[src/hdl/tkn_pkg.sv]
// Package with key codes, escape phase type and decode result types for the key normalizer.
`default_nettype none

package tkn_pkg;

  localparam logic [7:0] KEY_CR     = 8'h0D;
  localparam logic [7:0] KEY_LF     = 8'h0A;
  localparam logic [7:0] KEY_TAB    = 8'h09;
  localparam logic [7:0] KEY_BS     = 8'h08;
  localparam logic [7:0] KEY_ESC    = 8'h1B;
  localparam logic [7:0] KEY_RUBOUT = 8'h7F;

  localparam logic [7:0] KEY_UP     = 8'h0B;
  localparam logic [7:0] KEY_DOWN   = 8'h0A;
  localparam logic [7:0] KEY_RIGHT  = 8'h09;
  localparam logic [7:0] KEY_LEFT   = 8'h08;
  localparam logic [7:0] KEY_HOME   = 8'h05;
  localparam logic [7:0] KEY_DEL    = 8'h07;

  localparam logic [7:0] CH_LBRACKET = 8'h5B;
  localparam logic [7:0] CH_A        = 8'h41;
  localparam logic [7:0] CH_B        = 8'h42;
  localparam logic [7:0] CH_C        = 8'h43;
  localparam logic [7:0] CH_D        = 8'h44;
  localparam logic [7:0] CH_H        = 8'h48;
  localparam logic [7:0] CH_3        = 8'h33;
  localparam logic [7:0] CH_TILDE    = 8'h7E;

  typedef enum logic [1:0] {
    PH_IDLE = 2'd0,
    PH_ESC  = 2'd1,
    PH_CSI  = 2'd2,
    PH_CSI3 = 2'd3
  } tkn_phase_t;

  typedef struct packed {
    logic [1:0] count;
    logic [7:0] code0;
    logic [7:0] code1;
  } tkn_res_t;

  typedef struct packed {
    logic [7:0] code;
    logic       last;
  } tkn_ent_t;

endpackage

`default_nettype wire

[src/hdl/tkn_decode.sv]
// Escape sequence state machine and byte decoder for the key normalizer.
`default_nettype none

module tkn_decode
  import tkn_pkg::*;
(
  input  wire logic       clk,
  input  wire logic       rst_n,
  input  wire logic       take,
  input  wire logic [7:0] in_byte,
  input  wire logic       next_waiting,
  output tkn_res_t        res
);

  tkn_phase_t phase_r, phase_nxt;
  logic       swallow_r, swallow_nxt;

  logic       p_emit;
  logic [7:0] p_code;
  logic       p_sw;
  logic       p_esc;

  // Handling of a byte outside any escape sequence.
  always_comb begin
    p_emit = 1'b1;
    p_code = in_byte;
    p_sw   = 1'b0;
    p_esc  = 1'b0;
    unique case (in_byte)
      KEY_CR: begin
        p_code = KEY_CR;
        p_sw   = 1'b1;
      end
      KEY_LF: begin
        p_code = KEY_CR;
        p_emit = !swallow_r;
      end
      KEY_TAB: begin
        p_emit = 1'b0;
      end
      KEY_BS: begin
        p_code = KEY_RUBOUT;
      end
      KEY_ESC: begin
        p_code = KEY_ESC;
        p_emit = !next_waiting;
        p_esc  = next_waiting;
      end
      default: begin
      end
    endcase
  end

  always_comb begin
    phase_nxt   = PH_IDLE;
    swallow_nxt = swallow_r;
    unique case (phase_r)
      PH_ESC: begin
        if (in_byte == CH_LBRACKET) begin
          if (next_waiting) phase_nxt = PH_CSI;
        end else begin
          swallow_nxt = p_sw;
          if (p_esc) phase_nxt = PH_ESC;
        end
      end
      PH_CSI: begin
        if ((in_byte == CH_3) && next_waiting) phase_nxt = PH_CSI3;
      end
      PH_CSI3: begin
        if (in_byte != CH_TILDE) begin
          swallow_nxt = p_sw;
          if (p_esc) phase_nxt = PH_ESC;
        end
      end
      PH_IDLE: begin
        swallow_nxt = p_sw;
        if (p_esc) phase_nxt = PH_ESC;
      end
      default: begin
      end
    endcase
  end

  always_comb begin
    res.count = 2'd0;
    res.code0 = p_code;
    res.code1 = p_code;
    unique case (phase_r)
      PH_ESC: begin
        res.code0 = KEY_ESC;
        if (in_byte == CH_LBRACKET) begin
          res.count = next_waiting ? 2'd0 : 2'd1;
        end else begin
          res.count = p_emit ? 2'd2 : 2'd1;
        end
      end
      PH_CSI: begin
        unique case (in_byte)
          CH_A: begin
            res.count = 2'd1;
            res.code0 = KEY_UP;
          end
          CH_B: begin
            res.count = 2'd1;
            res.code0 = KEY_DOWN;
          end
          CH_C: begin
            res.count = 2'd1;
            res.code0 = KEY_RIGHT;
          end
          CH_D: begin
            res.count = 2'd1;
            res.code0 = KEY_LEFT;
          end
          CH_H: begin
            res.count = 2'd1;
            res.code0 = KEY_HOME;
          end
          default: begin
          end
        endcase
      end
      PH_CSI3: begin
        if (in_byte == CH_TILDE) begin
          res.count = 2'd1;
          res.code0 = KEY_DEL;
        end else begin
          res.count = {1'b0, p_emit};
        end
      end
      PH_IDLE: begin
        res.count = {1'b0, p_emit};
      end
      default: begin
      end
    endcase
  end

  always_ff @(posedge clk) begin
    if (!rst_n) begin
      phase_r   <= PH_IDLE;
      swallow_r <= 1'b0;
    end else if (take) begin
      phase_r   <= phase_nxt;
      swallow_r <= swallow_nxt;
    end
  end

endmodule

`default_nettype wire

[src/hdl/tkn_outq.sv]
// Three-entry result queue that holds decoded key codes until the output side takes them.
`default_nettype none

module tkn_outq
  import tkn_pkg::*;
(
  input  wire logic       clk,
  input  wire logic       rst_n,
  input  wire logic       push,
  input  wire tkn_res_t   res,
  output logic            full,
  output logic            out_valid,
  input  wire logic       out_stall,
  output logic [7:0]      out_key_code,
  output logic            out_last
);

  tkn_ent_t   q_r   [3];
  tkn_ent_t   q_nxt [3];
  logic [1:0] cnt_r, cnt_nxt;
  logic [1:0] base;
  logic       pop;

  always_comb begin
    pop      = (cnt_r != 2'd0) && !out_stall;
    base     = cnt_r - {1'b0, pop};
    q_nxt[0] = pop ? q_r[1] : q_r[0];
    q_nxt[1] = pop ? q_r[2] : q_r[1];
    q_nxt[2] = q_r[2];
    cnt_nxt  = base;
    if (push) begin
      unique case (res.count)
        2'd1: begin
          q_nxt[base] = '{code: res.code0, last: 1'b1};
          cnt_nxt     = base + 2'd1;
        end
        2'd2: begin
          q_nxt[base]         = '{code: res.code0, last: 1'b0};
          q_nxt[base + 2'd1]  = '{code: res.code1, last: 1'b1};
          cnt_nxt             = base + 2'd2;
        end
        default: begin
        end
      endcase
    end
  end

  always_ff @(posedge clk) begin
    if (!rst_n) begin
      cnt_r <= 2'd0;
    end else begin
      cnt_r <= cnt_nxt;
    end
  end

  always_ff @(posedge clk) begin
    q_r <= q_nxt;
  end

  assign full         = cnt_r > 2'd1;
  assign out_valid    = cnt_r != 2'd0;
  assign out_key_code = q_r[0].code;
  assign out_last     = q_r[0].last;

endmodule

`default_nettype wire

[src/hdl/terminal_key_normalizer.sv]
// Top level of the terminal key normalizer: escape decoder feeding a result queue.
// A result is registered in the queue when its byte is accepted and reaches the output once the items ahead are taken.
// Throughput: one byte per cycle while the three-entry queue holds under two items; it stalls input at two or more.
// An ESC followed by an ordinary byte yields two items, taken from the output one after the other.
// Reset (synchronous, active low) returns the decoder to idle, clears the LF swallow
// flag and empties the result queue.
`default_nettype none

module terminal_key_normalizer
  import tkn_pkg::*;
(
  input  wire logic       clk,
  input  wire logic       rst_n,
  input  wire logic       in_valid,
  output logic            in_stall,
  input  wire logic [7:0] in_byte,
  input  wire logic       in_next_waiting,
  output logic            out_valid,
  input  wire logic       out_stall,
  output logic [7:0]      out_key_code,
  output logic            out_last
);

  tkn_res_t res;
  logic     take;

  assign take = in_valid && !in_stall;

  tkn_decode u_decode (
    .clk          (clk),
    .rst_n        (rst_n),
    .take         (take),
    .in_byte      (in_byte),
    .next_waiting (in_next_waiting),
    .res          (res)
  );

  tkn_outq u_outq (
    .clk          (clk),
    .rst_n        (rst_n),
    .push         (take),
    .res          (res),
    .full         (in_stall),
    .out_valid    (out_valid),
    .out_stall    (out_stall),
    .out_key_code (out_key_code),
    .out_last     (out_last)
  );

endmodule

`default_nettype wire

[config.mk]
export PLATFORM = sky130hd
export DESIGN_NAME = terminal_key_normalizer
export DESIGN_NICKNAME = d
export VERILOG_FILES = /design/src/hdl/tkn_pkg.sv /design/src/hdl/tkn_decode.sv /design/src/hdl/tkn_outq.sv /design/src/hdl/terminal_key_normalizer.sv
export SDC_FILE = /design/constraint.sdc
export NUM_CORES = 1
export LEC_CHECK = 0
export BUFFER_PORTS_ARGS = -buffer_cell sky130_fd_sc_hd__buf_2
export CORE_MARGIN = 2
export CORE_UTILIZATION = 66
export CTS_BUF_LIST = sky130_fd_sc_hd__clkbuf_2 sky130_fd_sc_hd__clkbuf_4 sky130_fd_sc_hd__clkbuf_8
export DETAILED_ROUTE_END_ITERATION = 12
export GPL_TIMING_DRIVEN = 0
export HOLD_SLACK_MARGIN = 0.12
export PLACE_DENSITY_LB_ADDON = 0.05
export SETUP_SLACK_MARGIN = 0.4
export SLEW_MARGIN = 20
export SYNTH_ARGS = -nofsm -noshare
export SYNTH_HDL_FRONTEND = slang
export SYNTH_SLANG_ARGS = --single-unit
[constraint.sdc]
create_clock -name clk -period 5.23 [get_ports clk]
set_clock_uncertainty 0.1 [all_clocks]
set_input_delay 0.523 -clock clk [delete_from_list [all_inputs] [get_ports clk]]
set_output_delay 0.523 -clock clk [all_outputs]
set_load 0.05 [all_outputs]
## After elaboration in Yosys (flattened, before gate mapping)

Cells that the tools add are included.

- $add $sub $neg: 3
- $lt $le $gt $ge: 5
- Eq/ne operators: 21
- Mux-type cells: 34
- Bitwise logic cells: 2
- Reduce and logical (&&, ||, !) cells: 16

Operator list:

| operator | number |
|---|---|
| $bwmux W27 | 3 |
| $eq A8 B7 Y1 const B | 7 |
| $pmux W27 S2 | 1 |
| $pmux W8 S3 | 2 |
| $pmux W9 S5 | 1 |
| $demux W9 S2 | 2 |
| $mux W9 | 4 |
| $eq A8 B4 Y1 const B | 4 |
| $mux W27 | 1 |
| $pmux W2 S4 | 2 |
| $mux W2 | 7 |
| $eq A8 B5 Y1 const B | 1 |
| $eq A8 B6 Y1 const B | 1 |
| $mux W8 | 1 |
| $ne A8 B7 Y1 const B | 1 |
| $mux W1 | 7 |
| $eq A2 B2 Y1 const B | 3 |
| $ge A3 B3 Y1 const B | 2 |
| $lt A3 B1 Y1 const B | 2 |
| $not A2 Y3 | 2 |
| $pmux W1 S3 | 2 |
| $logic_and A1 B1 Y1 | 5 |
| $eq A2 B1 Y1 const B | 2 |
| $logic_not A1 Y1 | 4 |
| 13 further kinds | 14 |

- Bits in registers: 32
- Input bits: 13
- Output and inout port bits: 11
- Logic and storage cells: 90

## Longest topological paths before layout

Gate-level depths: netlist of the first run.

- Word-level depth: 12
- Depth in mapped cells: 15
- Depth with buffers taken out: 13

## Cells and area by module

Synthesis of the first run repeated with hierarchy kept, for this count alone.

- Cells, all modules: 402
- Area total of the unflattened synthesis: 2945.3 um^2

Modules (own cells, without submodules):

| module | instances | cells an instance | area each (um^2) | sequential area each (um^2) |
|---|---|---|---|---|
| tkn_outq | 1 | 297 | 2225.9 | 670.6 |
| tkn_decode | 1 | 104 | 705.7 | 60.1 |
| terminal_key_normalizer | 1 | 1 | 13.8 | 0.0 |

## Least setup slack after synthesis of the first run

Ideal clock, no wire load.

- Path type: input-to-reg
- From: input in_byte[5]
- To: register u_outq.q_r[10] (netlist name)
- Setup time: 0.131 ns
- Arrival time: 3.425 ns
- Required time: 4.999 ns
- Setup slack: 1.574 ns
- Stages on the path: 12
- Buffers on the path: 1
- Cells stage by stage: or4_4 > o41a_1 > o21ai_2 > a21oi_1 > mux2_4 > ha_1 > nand2b_1 > inv_1 > clkbuf_1 > nor2_1 > a221oi_1 > o21ai_0

RTL lines:

| element | line | text |
|---|---|---|
| from (decl) | terminal_key_normalizer.sv:16 | `input wire logic [7:0] in_byte,` |
| to (signal assigned) | tkn_outq.sv:57 | `q_r <= q_nxt;` |
| to (decl) | tkn_outq.sv:18 | `tkn_ent_t q_r [3];` |

==> impl_metrics.json, run 1 <==
{
  "status": "complete, no violations",
  "io_buffers": 22,
  "ant_nets": 0,
  "die_y_um": 65.1,
  "endpoint_kind": "flip-flop",
  "async_reset_ff_share_pct": 0,
  "worstPathMaxFanout": 18,
  "fp.coreArea_mm2": 0.00363,
  "first_iter_violations": 313,
  "yosys.cell_count.top_type": "nand2_1",
  "ys_seq_elements": 32,
  "finalCritPeriodShare_pct": 80.6,
  "cts-hold-fix-buffers": 0,
  "p_int_uw": 903,
  "path_class": "primary input to flip-flop",
  "yosysWarnings": 0,
  "p_leak_nw": 1.19,
  "power_frac_seq_pct": 24.9,
  "setup_violations": 0,
  "worstPathArrival_ps": 4280,
  "grt_pass1_vias": 2178,
  "reg2reg_from": "u_decode.phase_r[0]",
  "io_pins": 24,
  "grt_max_degree": 19,
  "ys_types": 66,
  "irDropWorstVdd_mv": 0.452,
  "firstDrtPassIters": 5,
  "synth.avg_cell_area_um2": 8.07,
  "drive_gt1_share_pct": 18.5,
  "vias": 2537,
  "worst_pin_slew_ps": 991,
  "synth_top_area_share_pct": 18.7,
  "cp-start-kind": "primary input",
  "cts.repair.resized": 0,
  "syn_nets": 325,
  "synthTopCellsByCount": "nand2_1 (33), nor2_1 (28), a21oi_1 (26)",
  "num_antenna_cells": 0,
  "synth_edf_count": 9,
  "grt.overflow.total": 0,
  "drc": 0,
  "track_usage_pct": 33.8,
  "syn_area_mm2": 0.00246,
  "antenna_found_initial": 0,
  "h-tree-depth": 2,
  "hp-class": "primary input to flip-flop",
  "clock_latency_ps": 300,
  "start_util_pct": 67.7,
  "cts.clk_slew.worst_paths_ps": 70,
  "netlist.top_cell.by_area": "dfxtp_1",
  "cts_setup_buffers": 0,
  "synth.area.top_cells": "dfxtp_1 (19%), edfxtp_1 (11%), mux2i_1 (6.5%), a21oi_1 (5.3%), nand2_1 (5.0%)",
  "dpl_cell_area_mm2": 0.00263,
  "syn_to_final_growth_pct": 11.4,
  "std_cell_rows": 22,
  "fin_cells": 383,
  "swShare_pct": 48.8,
  "power_switching_uw": 862,
  "r2r-end": "u_outq.q_r[10]",
  "relSlewSlack_pct": 34.0,
  "yosysSeqAreaShare_pct": 29.7,
  "p_clk_share_pct": 14.1,
  "wirelength_um": 6790,
  "rsz0062_at_grt": "no",
  "grt_pass1_wl_um": 10800,
  "tritoncts": "done",
  "power.density_mw_per_mm2": 644,
  "dp_slack_ps": 831,
  "fin_util_pct": 75.5,
  "dp.cells": 375,
  "dieArea_mm2": 0.00423,
  "cp_data_required_time_ps": 5300,
  "dp_hpwl_um": 4850,
  "rr_worst_depth": 12,
  "vias_per_cell": 6.62,
  "whs_endpoint": "u_outq.cnt_r[0]",
  "slew_violations": 0,
  "postSynthCellCount": 305,
  "holdPathStages": 3,
  "timing.hold.ws_ps": 392,
  "fp.dieW_um": 65.1,
  "period_needed_ps": 4220,
  "clkSinkCount": 32,
  "finalPower_mw": 1.77,
  "design_area_mm2": 0.00274,
  "wl_per_cell_um": 17.7,
  "cap_violations": 0,
  "hold_viol": 0,
  "tns_ps": 0,
  "yosys_most_used_dff": "dfxtp_1",
  "rrSetupSlack_ps": 1610,
  "globalplace.congestion": 0.926,
  "clock_path_buffers": 2,
  "num-nets-final": 354,
  "p_comb_share_pct": 61.0,
  "setup_ws_ps": 1010,
  "min-delay-start": "rst_n",
  "max_freq_mhz": 237,
  "root_buffer": "clkbuf_8",
  "numCtsBuffers": 5
}
==> kinds of logic (layout without fill, tap and decap cells) <==
logic type,count (synthesis),count (layout),share of synthesized area (%)
AO/OA/AOI/OAI,100,100,27.4
XOR/XNOR,4,4,1.73
adder cells (fa/ha/maj),7,7,3.56
buffers and inverters,41,71,9.40
flip-flops,32,32,29.7
multiplexers,17,17,7.12
AND/OR/NAND/NOR,104,104,21.1
==> final cells by class <==
cell class	instances	area, um2
multi-input combinational	232	1500
fill	285	891
sequential	32	731
buffer	25	171
timing repair buffer	22	110
clock buffer	6	76.3
inverter	16	60.1
tap	48	60.1
clock inverter	2	35.0
==> layout by cell type, fill, tap and decap left out, types with 2 or more instances in the layout <==
cell       count
a211oi_1       3
a21oi_1       26
a221o_1        3
a221oi_1       2
a31oi_1        6
a32oi_1        7
and3_2         2
and4_2         2
buf_2         23
buf_4          8
buf_6          2
clkbuf_1       9
clkbuf_8       8
dfxtp_1       23
edfxtp_1       9
ha_1           7
inv_1         15
mux2i_1       16
nand2_1       33
nand2b_1       5
nand3_1       10
nor2_1        28
nor2b_1        6
nor3_1         3
nor4_1         2
o21a_1         2
o21ai_0       15
o21ai_1        3
o21bai_1       2
o221ai_1       4
o22ai_1        6
o2bb2ai_1      2
o31ai_1        3
o32ai_1        3
or3_1          2
xor2_1         2
==> power groups by stage <==
stage          combinational, mW  sequential (mW)  clock (mW)
6_report                    1.08            0.440       0.248
2_1_floorplan              0.815            0.436           0
3_5_place_dp                1.05            0.446           0
5_1_grt                     1.17            0.451       0.256
4_1_cts                     1.06            0.440       0.244
3_3_place_gp                1.02            0.439           0
==> flip-flops by register name, summed over array words and instances (netlist names) <==
register	flops
u_outq.out_key_code	8
u_outq.cnt_r	2
u_decode.phase_r	2
u_outq.q_r	18
u_decode.swallow_r	1
u_outq.out_last	1
==> worst max-delay path, stage by stage <==
cell and delay (ps):
buf_2 140, or4_4 570, a211oi_1 360, o21ai_2 130, o211ai_1 110, o21ai_1 110
mux2_4 280, ha_1 420, nand2b_1 250, inv_1 160, clkbuf_1 760, nor2_1 110
a221oi_1 230, o21ai_0 130
==> worst max path at each step <==
| stage | from | endpoint | slack [ps] | depth (start not counted) |
|---|---|---|---|---|
| 3_3_place_gp | in_byte[5] | u_outq.q_r[10] | 880 | 14 |
| 3_5_place_dp | in_byte[5] | u_outq.q_r[10] | 830 | 14 |
| 5_1_grt | in_byte[5] | u_outq.out_key_code[6] | 800 | 14 |
| 6_report | in_byte[5] | u_outq.q_r[10] | 1010 | 14 |
| 2_1_floorplan | in_byte[5] | u_outq.q_r[10] | 1570 | 12 |
| 4_1_cts | in_byte[5] | u_outq.q_r[10] | 1110 | 14 |
==> layer usage <==
layer | vias up | track usage (%) | routed length (um)
met2 | 165 | 52.8 | 3130
met5 | - | 0 | 0
met4 | 0 | 11.7 | 127
met1 | 1175 | 46.4 | 2850
li1 | 1176 | - | -
met3 | 21 | 6.94 | 676
(Power assumes the default switching activity.)
==> run 2, diff against run 1 <==
Settings changed: CORE_UTILIZATION 66 to 56.
Clock period 5.23 ns to 3.5 ns, I/O delays scaled along.
==> impl_metrics.json, run 2 (synthesized netlist as in run 1, its figures left out) <==
{
  "drc": 0,
  "wirelength_um": 7270,
  "io_buffers": 22,
  "cp_data_required_time_ps": 3610,
  "fp.coreArea_mm2": 0.00429,
  "hold_viol": 0,
  "rsz0062_at_grt": "yes",
  "tns_ps": 0,
  "globalplace.congestion": 0.903,
  "clock_path_buffers": 2,
  "drive_gt1_share_pct": 30.9,
  "tritoncts": "done",
  "track_usage_pct": 29.5,
  "worst_pin_slew_ps": 752,
  "firstDrtPassIters": 8,
  "timing.hold.ws_ps": 229,
  "grt_pass1_vias": 2331,
  "cap_violations": 0,
  "worstPathMaxFanout": 10,
  "fp.dieW_um": 70.3,
  "rr_worst_depth": 12,
  "num_antenna_cells": 0,
  "endpoint_kind": "flip-flop",
  "critical_path.endpoint": "u_outq.q_r[16]",
  "ant_nets": 0,
  "vias_per_cell": 6.43,
  "p_leak_nw": 1.32,
  "fin_util_pct": 70.6,
  "antenna_found_initial": 0,
  "hp-class": "primary input to flip-flop",
  "wl_per_cell_um": 18.1,
  "root_buffer": "clkbuf_8",
  "layout_commonest_cell": "nand2_1",
  "dieArea_mm2": 0.00494,
  "syn_to_final_growth_pct": 23.2,
  "h-tree-depth": 2,
  "power.density_mw_per_mm2": 957,
  "grt_max_degree": 19,
  "slew_violations": 0,
  "vias": 2584,
  "setup_violations": 0,
  "cp-start-kind": "primary input",
  "status": "complete, no violations",
  "std_cell_rows": 24,
  "design_area_mm2": 0.00303,
  "mostFrequentLayoutCells": "nand2_1 (31), nor2_1 (23), buf_4 (23), dfxtp_1 (23), buf_2 (22)",
  "max_freq_mhz": 328,
  "nFillCells": 347,
  "dp_hpwl_um": 5070,
  "cts.clk_slew.worst_paths_ps": 70,
  "worstPathArrival_ps": 3160,
  "reg2reg_from": "u_outq.cnt_r[1]",
  "period_needed_ps": 3050,
  "finalCritPeriodShare_pct": 87.1,
  "io_pins": 24,
  "first_iter_violations": 305,
  "largest_register_ffs": 18,
  "rrSetupSlack_ps": 580,
  "grt.overflow.total": 0,
  "num-nets-final": 369,
  "clkSinkCount": 32,
  "dpl_cell_area_mm2": 0.00267,
  "grt_pass1_wl_um": 11500,
  "die_y_um": 70.3,
  "clock_latency_ps": 290,
  "numCtsBuffers": 5,
  "relSlewSlack_pct": 49.9,
  "start_util_pct": 57.3,
  "path_class": "primary input to flip-flop",
  "irDropWorstVdd_mv": 0.525,
  "startpoint": "in_byte[6]",
  "cts-hold-fix-buffers": 0,
  "regMostFlops": "u_outq.q_r",
  "r2r-end": "u_outq.out_key_code[4]"
}
run 2: cell types whose count changed in the layout (fill, tap and decap cells not counted), sizes merged:
cell	previous run	this run
buf	34	49
bufinv	1	0
clkinv	1	2
clkinvlp	0	1
inv	16	15
run 2: worst min path at each step:
stage | from | end | slack (ps) | cells after the start
CTS | rst_n | u_decode.phase_r[1] | 240 | 2
global placement | u_outq.q_r[9] | u_outq.q_r[9] | 440 | 2
floorplan | rst_n | u_decode.swallow_r | 380 | 1
global route | rst_n | u_decode.phase_r[1] | 260 | 2
detailed placement | u_outq.q_r[17] | u_outq.q_r[17] | 440 | 2
finish | rst_n | u_decode.phase_r[1] | 230 | 2
run 2: area by class of cell:
type | count | area, um2 | share of cell area (%)
multi-input combinational | 232 | 1640 | 54.1
sequential | 32 | 731 | 24.1
timing repair buffer | 37 | 223 | 7.35
buffer | 25 | 215 | 7.10
clock buffer | 6 | 82.6 | 2.72
inverter | 16 | 66.3 | 2.19
tap | 52 | 65.1 | 2.15
clock inverter | 2 | 10.0 | 0.330
run 2: per-stage QoR:
stage	worst slack, ps	std cells	total power, mW
global placement	-163	379	2.24
detailed placement	-140	379	2.27
finish	453	402	2.90
floorplan	451	305	1.90
global route	304	402	3.06
CTS	403	387	2.62
run 2: report_power, final:
part | total, mW | leakage, nW | switching [mW] | internal [mW]
Combinational | 1.94 | 0.986 | 1.19 | 0.746
Clock | 0.305 | 0.0510 | 0.148 | 0.157
Sequential | 0.657 | 0.279 | 0.0860 | 0.571
Total | 2.90 | 1.32 | 1.43 | 1.47
run 2: worst max-delay path, cell delays in order:
cell      delay (ps)
buf_2            140
or4_4            570
o41a_1           440
o21ai_2          120
o211ai_1         130
o21ai_1          120
mux2_4           180
ha_4             190
nand2b_4         160
clkbuf_8         190
nor3_1           330
a21oi_1          120
o22ai_1          120
run 2: per-layer routing:
layer | global-route usage (%) | wire (um) | share of wire [%] | vias up
li1 | - | - | - | 1214
met1 | 39.9 | 3040 | 42 | 1211
met2 | 47.7 | 3460 | 48 | 145
met3 | 4.18 | 656 | 9.0 | 14
met4 | 11.1 | 117 | 1.6 | 0
met5 | 0 | 0 | 0 | -
run 2: timing repair:
action,CTS,global route
setup buffers,0,15
resized for setup,15,31
pin swaps,1,6
gates cloned,0,0
setup endpoints to repair,23,23
==> run 3, diff against run 2 <==
Settings changed: CORE_MARGIN 2 to default.
==> impl_metrics.json, run 3 (synthesized netlist as in run 1, its figures left out) <==
{
  "dp_slack_ps": -144,
  "largest_register_ffs": 18,
  "holdPathStages": 3,
  "die_y_um": 68.3,
  "path_class": "primary input to flip-flop",
  "first_iter_violations": 318,
  "power_switching_mw": 1.40,
  "wl_per_cell_um": 17.9,
  "power_frac_seq_pct": 22.7,
  "dieArea_mm2": 0.00466,
  "grt_pass1_wl_um": 11200,
  "clock_latency_ps": 300,
  "dp_hpwl_um": 4870,
  "irDropWorstVdd_mv": 0.766,
  "num-nets-final": 366,
  "hp-class": "primary input to flip-flop",
  "setup_violations": 0,
  "num_antenna_cells": 0,
  "p_comb_share_pct": 64.5,
  "rsz0062_at_grt": "yes",
  "tritoncts": "done",
  "antenna_found_initial": 0,
  "hold_viol": 0,
  "grt.overflow.total": 0,
  "setup_ws_ps": 423,
  "drc": 0,
  "relSlewSlack_pct": 50.2,
  "globalplace.congestion": 0.918,
  "worstPathArrival_ps": 3150,
  "p_leak_nw": 1.31,
  "drive_gt1_share_pct": 28.8,
  "clkSinkCount": 32,
  "clock_path_buffers": 2,
  "worst_pin_slew_ps": 747,
  "cp-start-kind": "primary input",
  "track_usage_pct": 32.7,
  "fin_util_pct": 73.1,
  "regMostFlops": "u_outq.q_r",
  "mostFrequentLayoutCells": "nand2_1 (30), nor2_1 (23), dfxtp_1 (23)",
  "power.density_mw_per_mm2": 958,
  "grt_pass1_vias": 2279,
  "firstDrtPassIters": 5,
  "cp_data_required_time_ps": 3570,
  "syn_to_final_growth_pct": 22.2,
  "swShare_pct": 48.5,
  "grt_max_degree": 12,
  "io_buffers": 22,
  "finalCritPeriodShare_pct": 87.9,
  "vias": 2552,
  "cts.clk_slew.worst_paths_ps": 70,
  "slew_violations": 0,
  "fp.coreArea_mm2": 0.00412,
  "period_needed_ps": 3080,
  "numCtsBuffers": 5,
  "p_clk_share_pct": 12.7,
  "design_area_mm2": 0.00301,
  "cap_violations": 0,
  "cts-hold-fix-buffers": 0,
  "rr_worst_depth": 12,
  "endpoint_kind": "flip-flop",
  "h-tree-depth": 2,
  "dp.cells": 377,
  "fp.dieW_um": 68.3,
  "p_int_mw": 1.48,
  "status": "complete, no violations",
  "max_freq_mhz": 325,
  "io_pins": 24,
  "wirelength_um": 7120,
  "root_buffer": "clkbuf_8",
  "start_util_pct": 59.8,
  "dpl_cell_area_mm2": 0.00267,
  "vias_per_cell": 6.43,
  "worstPathMaxFanout": 7,
  "layout_commonest_cell": "nand2_1",
  "ant_nets": 0,
  "std_cell_rows": 23,
  "fin_cells": 397
}
run 3: layer usage:
metal | wire length, um | track usage, % | vias up
met3 | 575 | 4.50 | 13
li1 | - | - | 1203
met1 | 3060 | 44.7 | 1191
met2 | 3370 | 50.6 | 145
met4 | 102 | 14.3 | 0
met5 | 0 | 0 | -
run 3: final cells by class:
type                            count  area (um2)
Sequential cell                    32         731
Buffer                             25         204
Clock buffer                        5        68.8
Timing Repair Buffer               34         223
Multi-Input combinational cell    232        1610
Clock inverter                      3        42.5
Tap cell                           50        62.6
Fill cell                         321        1110
Inverter                           16        63.8
run 3: per-stage QoR:
stage / TNS, ps / power (mW) / hold WS, ps
floorplan: 0 / 1.90 / 378
global placement: -1050 / 2.23 / 432
detailed placement: -1200 / 2.26 / 433
CTS: 0 / 2.73 / 227
global route: 0 / 3.06 / 239
finish: 0 / 2.88 / 225
run 3: repair_timing:
| action | 4_1_cts | 5_1_grt |
|---|---|---|
| endpoints found under the hold margin | 0 | 0 |
| setup endpoints to repair | 22 | 23 |
| gates resized for setup | 15 | 30 |
| setup buffers | 8 | 4 |
| pin swaps | 3 | 6 |
run 3: power by group through the flow:
| stage | registers, mW | logic, mW | clock network (mW) |
|---|---|---|---|
| floorplan | 0.652 | 1.25 | 0 |
| global placement | 0.654 | 1.58 | 0 |
| detailed placement | 0.660 | 1.60 | 0 |
| CTS | 0.654 | 1.71 | 0.366 |
| global route | 0.676 | 2.01 | 0.375 |
| finish | 0.655 | 1.86 | 0.367 |
run 3: worst paths after layout:
| path | start | to | slack, ps |
|---|---|---|---|
| worst max-delay path | in_byte[6] | u_outq.q_r[10] | 420 |
| worst min register to register | u_outq.q_r[9] | u_outq.q_r[9] | 450 |
| worst max register to register | u_outq.cnt_r[1] | u_outq.out_key_code[4] | 580 |
| worst min-delay path | rst_n | u_outq.cnt_r[0] | 220 |
run 3: critical path, stage by stage:
cell,delay [ps]
buf_8,110
or4_4,550
o41a_1,410
o21ai_2,120
o21ai_2,90
mux2_4,290
ha_4,270
nand2b_4,140
clkinvlp_4,180
nand2_4,170
nor2_4,70
a221oi_2,280
o21ai_1,110
